## config.mk

```make
export PLATFORM = sky130hd
export DESIGN_NAME = disk_address_field_decoder_top_flat
export DESIGN_NICKNAME = d
export VERILOG_FILES = /design/src/design/daf_pkg.sv /design/src/design/daf_if.sv /design/src/design/daf_parse.sv /design/src/design/disk_address_field_decoder_top.sv /design/src/flat_wrapper.sv
export SDC_FILE = /design/constraint.sdc
export NUM_CORES = 1
export LEC_CHECK = 0
export BUFFER_PORTS_ARGS = -buffer_cell sky130_fd_sc_hd__buf_2
export CAP_MARGIN = 25
export CORE_ASPECT_RATIO = 1.1
export CORE_UTILIZATION = 45
export CTS_CLUSTER_SIZE = 16
export DETAILED_ROUTE_END_ITERATION = 12
export GPL_TIMING_DRIVEN = 1
export HOLD_SLACK_MARGIN = 0.05
export PLACE_DENSITY_LB_ADDON = 0.08
export SLEW_MARGIN = 10
export SYNTH_ARGS = -nofsm -noshare
export SYNTH_HDL_FRONTEND = slang
export SYNTH_SLANG_ARGS = --single-unit
```

## constraint.sdc

```tcl
create_clock -name clk -period 3.8 [get_ports clk]
set_clock_uncertainty 0.05 [all_clocks]
set_input_delay 0.19 -clock clk [delete_from_list [all_inputs] [get_ports clk]]
set_output_delay 0.19 -clock clk [all_outputs]
set_load 0.01 [all_outputs]
```

## src/design/daf_pkg.sv

```systemverilog
// Shared types and constants of the disk address field decoder.
package daf_pkg;

  localparam int NIB_W   = 8;
  localparam int GAP_W   = 16;
  localparam int POS_W   = 16;
  localparam int FIELD_W = 9;
  localparam int PHASE_W = 4;

  // Prologue bytes of an address field
  localparam logic [NIB_W-1:0] PROLOGUE_1 = 8'hD5;
  localparam logic [NIB_W-1:0] PROLOGUE_2 = 8'hAA;
  localparam logic [NIB_W-1:0] PROLOGUE_3 = 8'h96;

  localparam logic [GAP_W-1:0] GAP_LIMIT_RESET = 16'd40;

  typedef enum logic [PHASE_W-1:0] {
    PH_IDLE = 4'd0,
    PH_D5   = 4'd1,
    PH_D5AA = 4'd2,
    PH_VOL1 = 4'd3,
    PH_VOL2 = 4'd4,
    PH_TRK1 = 4'd5,
    PH_TRK2 = 4'd6,
    PH_SEC1 = 4'd7,
    PH_SEC2 = 4'd8,
    PH_DONE = 4'd9
  } phase_t;

  // Parser state carried from one nibble to the next
  typedef struct packed {
    phase_t               phase;
    logic [FIELD_W-1:0]   vol;
    logic [FIELD_W-1:0]   trk;
    logic [FIELD_W-1:0]   sec;
    logic [POS_W-1:0]     d5_pos;
  } parse_st_t;

  // One input beat
  typedef struct packed {
    logic [NIB_W-1:0] nibble;
    logic [GAP_W-1:0] gap;
    logic [POS_W-1:0] bit_pos;
  } nib_beat_t;

endpackage

```

## src/design/daf_if.sv

```systemverilog
// Channel interfaces of the disk address field decoder.
interface daf_in_if;
  logic                        valid;
  logic                        ready;
  logic [daf_pkg::NIB_W-1:0]   nibble;
  logic [daf_pkg::GAP_W-1:0]   gap;
  logic [daf_pkg::POS_W-1:0]   bit_pos;

  modport source (output valid, output nibble, output gap, output bit_pos, input ready);
  modport sink   (input valid, input nibble, input gap, input bit_pos, output ready);
endinterface

interface daf_out_if;
  logic                         valid;
  logic                         ready;
  logic [daf_pkg::PHASE_W-1:0]  parse_state;
  logic [daf_pkg::FIELD_W-1:0]  volume;
  logic [daf_pkg::FIELD_W-1:0]  track_num;
  logic [daf_pkg::FIELD_W-1:0]  sector_num;
  logic [daf_pkg::POS_W-1:0]    header_pos;

  modport source (output valid, output parse_state, output volume, output track_num,
                  output sector_num, output header_pos, input ready);
  modport sink   (input valid, input parse_state, input volume, input track_num,
                  input sector_num, input header_pos, output ready);
endinterface

interface daf_cfg_if;
  logic                        valid;
  logic                        ready;
  logic [daf_pkg::GAP_W-1:0]   data;

  modport source (output valid, output data, input ready);
  modport sink   (input valid, input data, output ready);
endinterface

```

## src/design/daf_parse.sv

```systemverilog
// Next-state logic of the address field parser for one nibble.
module daf_parse (
  input  daf_pkg::parse_st_t           st_i,
  input  daf_pkg::nib_beat_t           beat_i,
  input  logic [daf_pkg::GAP_W-1:0]    gap_limit_i,
  output daf_pkg::parse_st_t           st_o
);

  daf_pkg::phase_t             cur;
  logic [daf_pkg::FIELD_W-1:0] nib_ext;
  logic [daf_pkg::FIELD_W-1:0] first_half;

  assign nib_ext    = {1'b0, beat_i.nibble};
  assign first_half = {beat_i.nibble, 1'b1};

  always_comb begin
    st_o = st_i;
    cur  = st_i.phase;
    // drop back to idle after a long gap, then handle the nibble
    if (beat_i.gap > gap_limit_i) begin
      cur = daf_pkg::PH_IDLE;
    end
    case (cur)
      daf_pkg::PH_D5: begin
        st_o.phase = (beat_i.nibble == daf_pkg::PROLOGUE_2) ? daf_pkg::PH_D5AA
                                                             : daf_pkg::PH_IDLE;
      end
      daf_pkg::PH_D5AA: begin
        st_o.phase = (beat_i.nibble == daf_pkg::PROLOGUE_3) ? daf_pkg::PH_VOL1
                                                             : daf_pkg::PH_IDLE;
      end
      daf_pkg::PH_VOL1: begin
        st_o.vol   = first_half;
        st_o.phase = daf_pkg::PH_VOL2;
      end
      daf_pkg::PH_VOL2: begin
        st_o.vol   = st_i.vol & nib_ext;
        st_o.phase = daf_pkg::PH_TRK1;
      end
      daf_pkg::PH_TRK1: begin
        st_o.trk   = first_half;
        st_o.phase = daf_pkg::PH_TRK2;
      end
      daf_pkg::PH_TRK2: begin
        st_o.trk   = st_i.trk & nib_ext;
        st_o.phase = daf_pkg::PH_SEC1;
      end
      daf_pkg::PH_SEC1: begin
        st_o.sec   = first_half;
        st_o.phase = daf_pkg::PH_SEC2;
      end
      daf_pkg::PH_SEC2: begin
        st_o.sec   = st_i.sec & nib_ext;
        st_o.phase = daf_pkg::PH_DONE;
      end
      default: begin
        // idle, done and unused codes: look for the first prologue byte
        if (beat_i.nibble == daf_pkg::PROLOGUE_1) begin
          st_o.phase  = daf_pkg::PH_D5;
          st_o.d5_pos = beat_i.bit_pos;
        end else begin
          st_o.phase  = daf_pkg::PH_IDLE;
        end
      end
    endcase
  end

endmodule

```

## src/design/disk_address_field_decoder_top.sv

```systemverilog
// Top level of the disk address field decoder: input stage, parser, result register.
// Usage:
//   in_ch  carries one disk nibble per beat with the gap in clocks since the
//          previous nibble and the nibble's bit position in the track.
//   out_ch returns one beat per input beat: parser phase, volume, track and
//          sector registers, and the bit position of the last D5 byte taken in idle or done.
//   cfg_ch writes gap_limit; write it only while no nibble is in flight.
//          cfg_ch.ready is always high.
// Path: an accepted input beat goes from the input register to the result
//   register, from which the sink takes it; while out_ch stalls, the beat can
//   wait in the input register.
// Throughput: one nibble per cycle while out_ch.ready is high; the parser state
//   is a single register updated by one short logic step, so beats run back to back.
// Reset (rst_n low, synchronous): parser goes idle, its field registers and the
//   D5 position clear, gap_limit returns to 40, both stages empty.
// Stall: while out_ch.ready is low the result register holds its beat; the
//   input register still fills, and in_ch.ready drops only once both stages
//   hold a beat. No beat is lost or repeated.
module disk_address_field_decoder_top (
  input  logic             clk,
  input  logic             rst_n,
  daf_in_if.sink           in_ch,
  daf_out_if.source        out_ch,
  daf_cfg_if.sink          cfg_ch
);

  // Input stage
  logic                        s1_valid_r;
  daf_pkg::nib_beat_t          s1_beat_r;

  // Parser state and configuration
  daf_pkg::parse_st_t          st_r;
  daf_pkg::parse_st_t          st_nxt;
  logic [daf_pkg::GAP_W-1:0]   gap_limit_r;

  // Result register
  logic                        out_valid_r;
  logic                        out_valid_nxt;
  daf_pkg::parse_st_t          out_r;

  logic                        adv_out;
  logic                        fire;
  logic                        in_acc;

  // Advance the result register when it is empty or being taken
  assign adv_out = !out_valid_r || out_ch.ready;
  assign fire    = s1_valid_r && adv_out;
  assign in_acc  = in_ch.valid && in_ch.ready;

  assign in_ch.ready  = !s1_valid_r || adv_out;
  assign cfg_ch.ready = 1'b1;

  assign out_valid_nxt = fire || (out_valid_r && !out_ch.ready);

  daf_parse u_parse (
    .st_i        (st_r),
    .beat_i      (s1_beat_r),
    .gap_limit_i (gap_limit_r),
    .st_o        (st_nxt)
  );

  // Control state
  always_ff @(posedge clk) begin
    if (!rst_n) begin
      s1_valid_r    <= 1'b0;
      out_valid_r   <= 1'b0;
      st_r.phase    <= daf_pkg::PH_IDLE;
      st_r.vol      <= '0;
      st_r.trk      <= '0;
      st_r.sec      <= '0;
      st_r.d5_pos   <= '0;
      gap_limit_r   <= daf_pkg::GAP_LIMIT_RESET;
    end else begin
      if (in_ch.ready) begin
        s1_valid_r <= in_ch.valid;
      end
      out_valid_r <= out_valid_nxt;
      // commit the parser step only when its result moves on
      if (fire) begin
        st_r <= st_nxt;
      end
      if (cfg_ch.valid && cfg_ch.ready) begin
        gap_limit_r <= cfg_ch.data;
      end
    end
  end

  // Payload registers
  always_ff @(posedge clk) begin
    if (in_acc) begin
      s1_beat_r.nibble  <= in_ch.nibble;
      s1_beat_r.gap     <= in_ch.gap;
      s1_beat_r.bit_pos <= in_ch.bit_pos;
    end
    if (fire) begin
      out_r <= st_nxt;
    end
  end

  assign out_ch.valid       = out_valid_r;
  assign out_ch.parse_state = out_r.phase;
  assign out_ch.volume      = out_r.vol;
  assign out_ch.track_num   = out_r.trk;
  assign out_ch.sector_num  = out_r.sec;
  assign out_ch.header_pos  = out_r.d5_pos;

  // The latest result always mirrors the committed parser state
  a_out_matches_state: assert property (@(posedge clk) disable iff (!rst_n)
    out_valid_r |-> (out_r == st_r))
    else $error("result register differs from parser state");

  // A long gap with a non-D5 nibble always lands in idle
  a_gap_restart: assert property (@(posedge clk) disable iff (!rst_n)
    (fire && (s1_beat_r.gap > gap_limit_r) && (s1_beat_r.nibble != daf_pkg::PROLOGUE_1))
    |=> (st_r.phase == daf_pkg::PH_IDLE))
    else $error("long gap did not restart the parser");

  // With the result stage empty the input is always ready
  a_ready_when_empty: assert property (@(posedge clk) disable iff (!rst_n)
    !out_valid_r |-> in_ch.ready)
    else $error("input stalled with empty result stage");

  // After the first volume byte the register holds byte<<1 with bit 0 set
  a_vol_first_half: assert property (@(posedge clk) disable iff (!rst_n)
    (st_r.phase == daf_pkg::PH_VOL2) |-> st_r.vol[0])
    else $error("volume first half lost bit 0");

endmodule

```

## src/flat_wrapper.sv

```systemverilog
// flat-port wrapper written by rule: the top's interface ports become plain ports
module disk_address_field_decoder_top_flat 
  (clk, rst_n, in_ch_valid, in_ch_nibble, in_ch_gap, in_ch_bit_pos, in_ch_ready, out_ch_valid, out_ch_parse_state, out_ch_volume, out_ch_track_num, out_ch_sector_num, out_ch_header_pos, out_ch_ready, cfg_ch_valid, cfg_ch_data, cfg_ch_ready);
  daf_in_if in_ch_i ();
  daf_out_if out_ch_i ();
  daf_cfg_if cfg_ch_i ();
  input  logic clk;
  input  logic rst_n;
  input wire logic [$bits(in_ch_i.valid)-1:0] in_ch_valid;
  input wire logic [$bits(in_ch_i.nibble)-1:0] in_ch_nibble;
  input wire logic [$bits(in_ch_i.gap)-1:0] in_ch_gap;
  input wire logic [$bits(in_ch_i.bit_pos)-1:0] in_ch_bit_pos;
  output wire logic [$bits(in_ch_i.ready)-1:0] in_ch_ready;
  output wire logic [$bits(out_ch_i.valid)-1:0] out_ch_valid;
  output wire logic [$bits(out_ch_i.parse_state)-1:0] out_ch_parse_state;
  output wire logic [$bits(out_ch_i.volume)-1:0] out_ch_volume;
  output wire logic [$bits(out_ch_i.track_num)-1:0] out_ch_track_num;
  output wire logic [$bits(out_ch_i.sector_num)-1:0] out_ch_sector_num;
  output wire logic [$bits(out_ch_i.header_pos)-1:0] out_ch_header_pos;
  input wire logic [$bits(out_ch_i.ready)-1:0] out_ch_ready;
  input wire logic [$bits(cfg_ch_i.valid)-1:0] cfg_ch_valid;
  input wire logic [$bits(cfg_ch_i.data)-1:0] cfg_ch_data;
  output wire logic [$bits(cfg_ch_i.ready)-1:0] cfg_ch_ready;
  assign in_ch_i.valid = in_ch_valid;
  assign in_ch_i.nibble = in_ch_nibble;
  assign in_ch_i.gap = in_ch_gap;
  assign in_ch_i.bit_pos = in_ch_bit_pos;
  assign in_ch_ready = in_ch_i.ready;
  assign out_ch_valid = out_ch_i.valid;
  assign out_ch_parse_state = out_ch_i.parse_state;
  assign out_ch_volume = out_ch_i.volume;
  assign out_ch_track_num = out_ch_i.track_num;
  assign out_ch_sector_num = out_ch_i.sector_num;
  assign out_ch_header_pos = out_ch_i.header_pos;
  assign out_ch_i.ready = out_ch_ready;
  assign cfg_ch_i.valid = cfg_ch_valid;
  assign cfg_ch_i.data = cfg_ch_data;
  assign cfg_ch_ready = cfg_ch_i.ready;
  disk_address_field_decoder_top u_core (.clk(clk), .rst_n(rst_n), .in_ch(in_ch_i), .out_ch(out_ch_i), .cfg_ch(cfg_ch_i));
endmodule
```

==> reports/metrics.sh <==
RESULT_OF_THE_RUN='completed'
ROWS=46
DRT-PASS1-ITER-COUNT=5
FLOORPLAN.IO_PINS=111
MIN_PERIOD_PS=3277
SYNTH_SEQUENTIAL_AREA_RATIO=0.5925
CRIT_PATH_START_KIND='flop'
REGAREA_MM2=0.003914
INSERTION_DELAY_PS=420
SUMMED_NEGATIVE_SETUP_SLACK_OVER_ALL_ENDPOINTS_PS=0
TIGHTESTPINTRANSITION_PS=991.5
TIMING.FMAX_MHz=305.2
CORE-AREA_MM2=0.01439
YS_FF_LATCH=152
DIE_EXTENT_IN_X_UM=117.5
REG2REG_TO='u_core.out_ch.header_pos[12]$_DFFE_PP_'
DESIGN_AREA_MM2=0.008459
CRITICAL_PATH_ARRIVAL_PS=3400
CRITPATHMAXFANOUT=22
SYNTH_EDF_COUNT=87
SETUP.WORST_PATH.END_CLASS='flop'
MULTI_INPUT_AREA_MM2=0.002421
INSTANCES_NO_FILL=926
RSZ0062_AT_GRT='no'
ROUTE.DETAILED.VIAS_PER_INST=5.221
AREA_GROWTH_PCT=28.07
FINAL_WEIGHTED_CONGESTION_IN_ROUTABILITY_DRIVEN_PLACEMENT=0.7905
DRT-WIRELENGTH-PER-CELL_UM=15.67
CRITICAL-PATH-SLOWEST-CELL='a21boi_0'
FRACTION_OF_LAYOUT_INSTANCES_USING_A_DRIVE_STRENGTH_ABOVE_1=0.2275
SYNTH_MUX_AREA_FRAC=0.07842
POSTROUTEANTENNANETS=0
MIN_DELAY_PATH_DEPTH=3
ASYNC_FLOP_SHARE=0
SYN_INST=575
CTS_SETUP_BUFFERS=0
SLOWEST_DELAY_PS=480
SYNTH_COMPOUND_AREA_FRAC=0.1188
ANTENNA-DIODE-COUNT=0
HOLDCRITSTARTPOINT='cfg_ch_valid'
ANTENNA_FOUND_INITIAL=0
POWER_uW=3882
PLACEMENT.IO_BUFFERS=109
YOSYS.AREA_SHARE.SIMPLE=0.1349
SYNTH_TOP_FAMILY_BY_AREA='simple AND/OR/NAND/NOR gates'
HOLDCRITPATHCLASS='in -> reg'
GRT_USE_TOTAL=0.1992
DP_HPWL_MM=9.204
SYNTH.LARGEST_AREA_CELL='edfxtp_1'
NUMBER_OF_GLOBAL_ROUTE_VIAS_BEFORE_REPAIR=4769
REG2REG_DEPTH=8
ROOT_CELL_OF_THE_CLOCK_TREE='clkbuf_16'
GRT_FIRST_PASS_WIRELENGTH_MM=23.25
TIMING.FINAL.MAX_SLEW_VIOLATIONS=0
INITIAL_CORE_UTILIZATION=0.4590
CTS_SINKS=152
P_LEAK_uW=0.003542
DP.CELLS=836
CRITPATHTOPFAMILY='compound AO/OA/AOI/OAI gates'
FP.DIEH_UM=129.1
SYN_NETS=652
REG2REG_SETUP_SLACK_PS=520
CTS_HOLD_BUFFERS=58
SYNTH.YOSYS.WARNINGS=0
WORSTPATHBUFFERINVERTERCOUNT=1
FIN_CRIT_SH=0.8623
FINALWIRELENGTH_MM=14.51
SYNTHDOMINANTCELLAREASHARE=0.3955
DETAILROUTE.VIA_COUNT=4835
DETAIL_ROUTE.DRC_VIOLATIONS=0
HOLD_SLACK_PS=238.8
CTS.PATH.MAX_BUFFERS=2
NNETSFINAL=799
YS_TYPES=53
DRTITER0DRC=222
SLEW_HEADROOM=0.3380
DIE_AREA_MM2=0.01517
SYNTH.AREA.TOP_CELLS='edfxtp_1 (40%), dfxtp_1 (20%), nand2_1 (6.0%), mux2i_1 (4.5%), a22o_1 (3.2%)'
GRT_START_MAX_NET_PINS=57
WORSTPATHREQUIRED_PS=3920
TRITONCTS_CLOCK_TREE='built'
POST_SYNTH_INSTANCE_AREA_MM2=0.006605
SYNTHESIS.AREA_PER_INSTANCE_UM2=11.49
POST_CTS.RESIZED_INSTANCES=0
SYNTH_ADDER_AREA_SHARE=0.03031
CTSHTREEMAXLEVEL=4
REPORT.FINAL.HOLD_VIOL_COUNT=0
VDD_DROP_MAX_mV=0.2692
TOTAL_CONGESTION_OVERFLOW_AFTER_GLOBAL_ROUTING=0
SYNTH_XOR_XNOR_AREA_SHARE=0.001326
POWER_DENSITY_mW_PER_MM2=458.9
CP_CELL_SEQUENCE='ha_1 -> nand4_2 -> nor4_1 -> a21boi_0 -> o31a_4 -> o21a_1 -> buf_4 -> mux2_2'
MOST_FREQUENT_STANDARD_CELL_IN_THE_LAYOUT_EXCLUDING_FILL_AND_TAP_CELLS='buf_2'
FILL_CELLS=1233
RR_STARTPOINT='u_core.s1_beat_r[30]$_DFFE_PP_'
SETUP_VIOLATIONS=0
CLK_TRANSITION_REPORTED_PATHS_PS=60
DETAILED_PLACE.AREA_MM2=0.007242
NUMCTSBUFFERS=17
WORSTHOLDENDPOINT='u_core.gap_limit_r[3]$_SDFFE_PN1P_'
TIMING.SETUP.CRITICAL_PATH_CLASS='reg -> reg'
SYNTH_TOP_FLOP_CELL='edfxtp_1'
MAX_CAP_VIOLATIONS=0
MOSTFREQUENTLAYOUTCELLS='buf_2 (109), nand2_1 (105), edfxtp_1 (87), dfxtp_1 (65), dlygate4sd3_1 (58)'
## flip-flops by register name (all words and copies together), names as in the netlist
register                   count
u_core.out_ch.sector_num       9
u_core.out_ch.valid            1
u_core.out_ch.track_num        9
u_core.out_ch.header_pos      16
u_core.st_r                   47
u_core.out_ch.volume           9
u_core.s1_valid_r              1
u_core.out_ch.parse_state      4
u_core.s1_beat_r              40
u_core.gap_limit_r            16
## cells by family after synthesis
group / after synthesis
AND/OR/NAND/NOR: 182
flip-flops: 152
AO/OA/AOI/OAI: 113
buffers and inverters: 64
multiplexers: 46
adder cells (fa/ha/maj): 16
other: 1
XOR/XNOR: 1
## tightest hold or removal path, cell delays in order
cell and delay, ps:
buf_2 270, nand2_1 120, o211ai_1 70
## worst max-delay path by stage
stage,to,start,cells after the start
CTS,u_core.out_ch.header_pos[12]$_DFFE_PP_,u_core.s1_beat_r[29]$_DFFE_PP_,8
detailed placement,u_core.out_ch.header_pos[12]$_DFFE_PP_,u_core.s1_beat_r[29]$_DFFE_PP_,8
finish,u_core.out_ch.header_pos[12]$_DFFE_PP_,u_core.s1_beat_r[30]$_DFFE_PP_,8
global placement,u_core.out_ch.header_pos[9]$_DFFE_PP_,u_core.s1_beat_r[31]$_DFFE_PP_,8
floorplan,u_core.st_r[30]$_SDFFE_PN0P_,u_core.out_ch.valid$_SDFF_PN0_,7
global route,u_core.out_ch.header_pos[12]$_DFFE_PP_,u_core.gap_limit_r[13]$_SDFFE_PN0P_,9
## area by class of cell
cell class / instances / area share
inverter: 19 / 0.008431
multi-input combinational: 359 / 0.2862
clock buffer: 21 / 0.05206
tap: 192 / 0.02840
sequential: 152 / 0.4627
timing repair buffer: 173 / 0.1414
clock inverter: 10 / 0.02085
## per-stage QoR
| stage | util | setup WS, ps |
|---|---|---|
| final | 0.5879 | 523.4 |
| after global routing | 0.5879 | 311.5 |
| after CTS | 0.5865 | 470.6 |
| after detailed placement | 0.5033 | 494.2 |
| after global placement | 0.5033 | 566.6 |
| after floorplan | - | 811.9 |
## layer usage
layer,vias up,GRT usage,part of all wire
li1,2371,-,-
met1,2288,0.2302,0.42
met2,140,0.3432,0.50
met3,36,0.05062,0.048
met4,0,0.1078,0.031
met5,-,0,0
## where the power goes
part / switching [µW] / internal, µW
registers: 32.0 / 1800
clock network: 620 / 1150
logic: 152 / 128
total: 804 / 3080
## cells in the mapped netlist (2+ instances only)
master    instances
mux2i_1          30
nor3_1            4
ha_1             16
buf_6             4
a22o_1           24
mux2_4           10
buf_4             3
clkbuf_1         32
or3_1             3
a21oi_1          15
inv_1            19
nor2_1            5
and4_1            2
o211ai_1          3
nand2_1         105
nand4_1           2
nor4bb_1          2
o31ai_1           4
or3_4             2
nand3_1           5
buf_1             3
buf_2             3
mux2_2            6
o41ai_1           2
nor2b_1          21
o22ai_1          21
o21bai_1          2
dfxtp_1          65
edfxtp_1         87
a21boi_0          2
o21a_1            2
a31oi_1           2
o21ai_0          26
a21boi_1          2
and3_1           23
(Power assumes the default switching activity.)
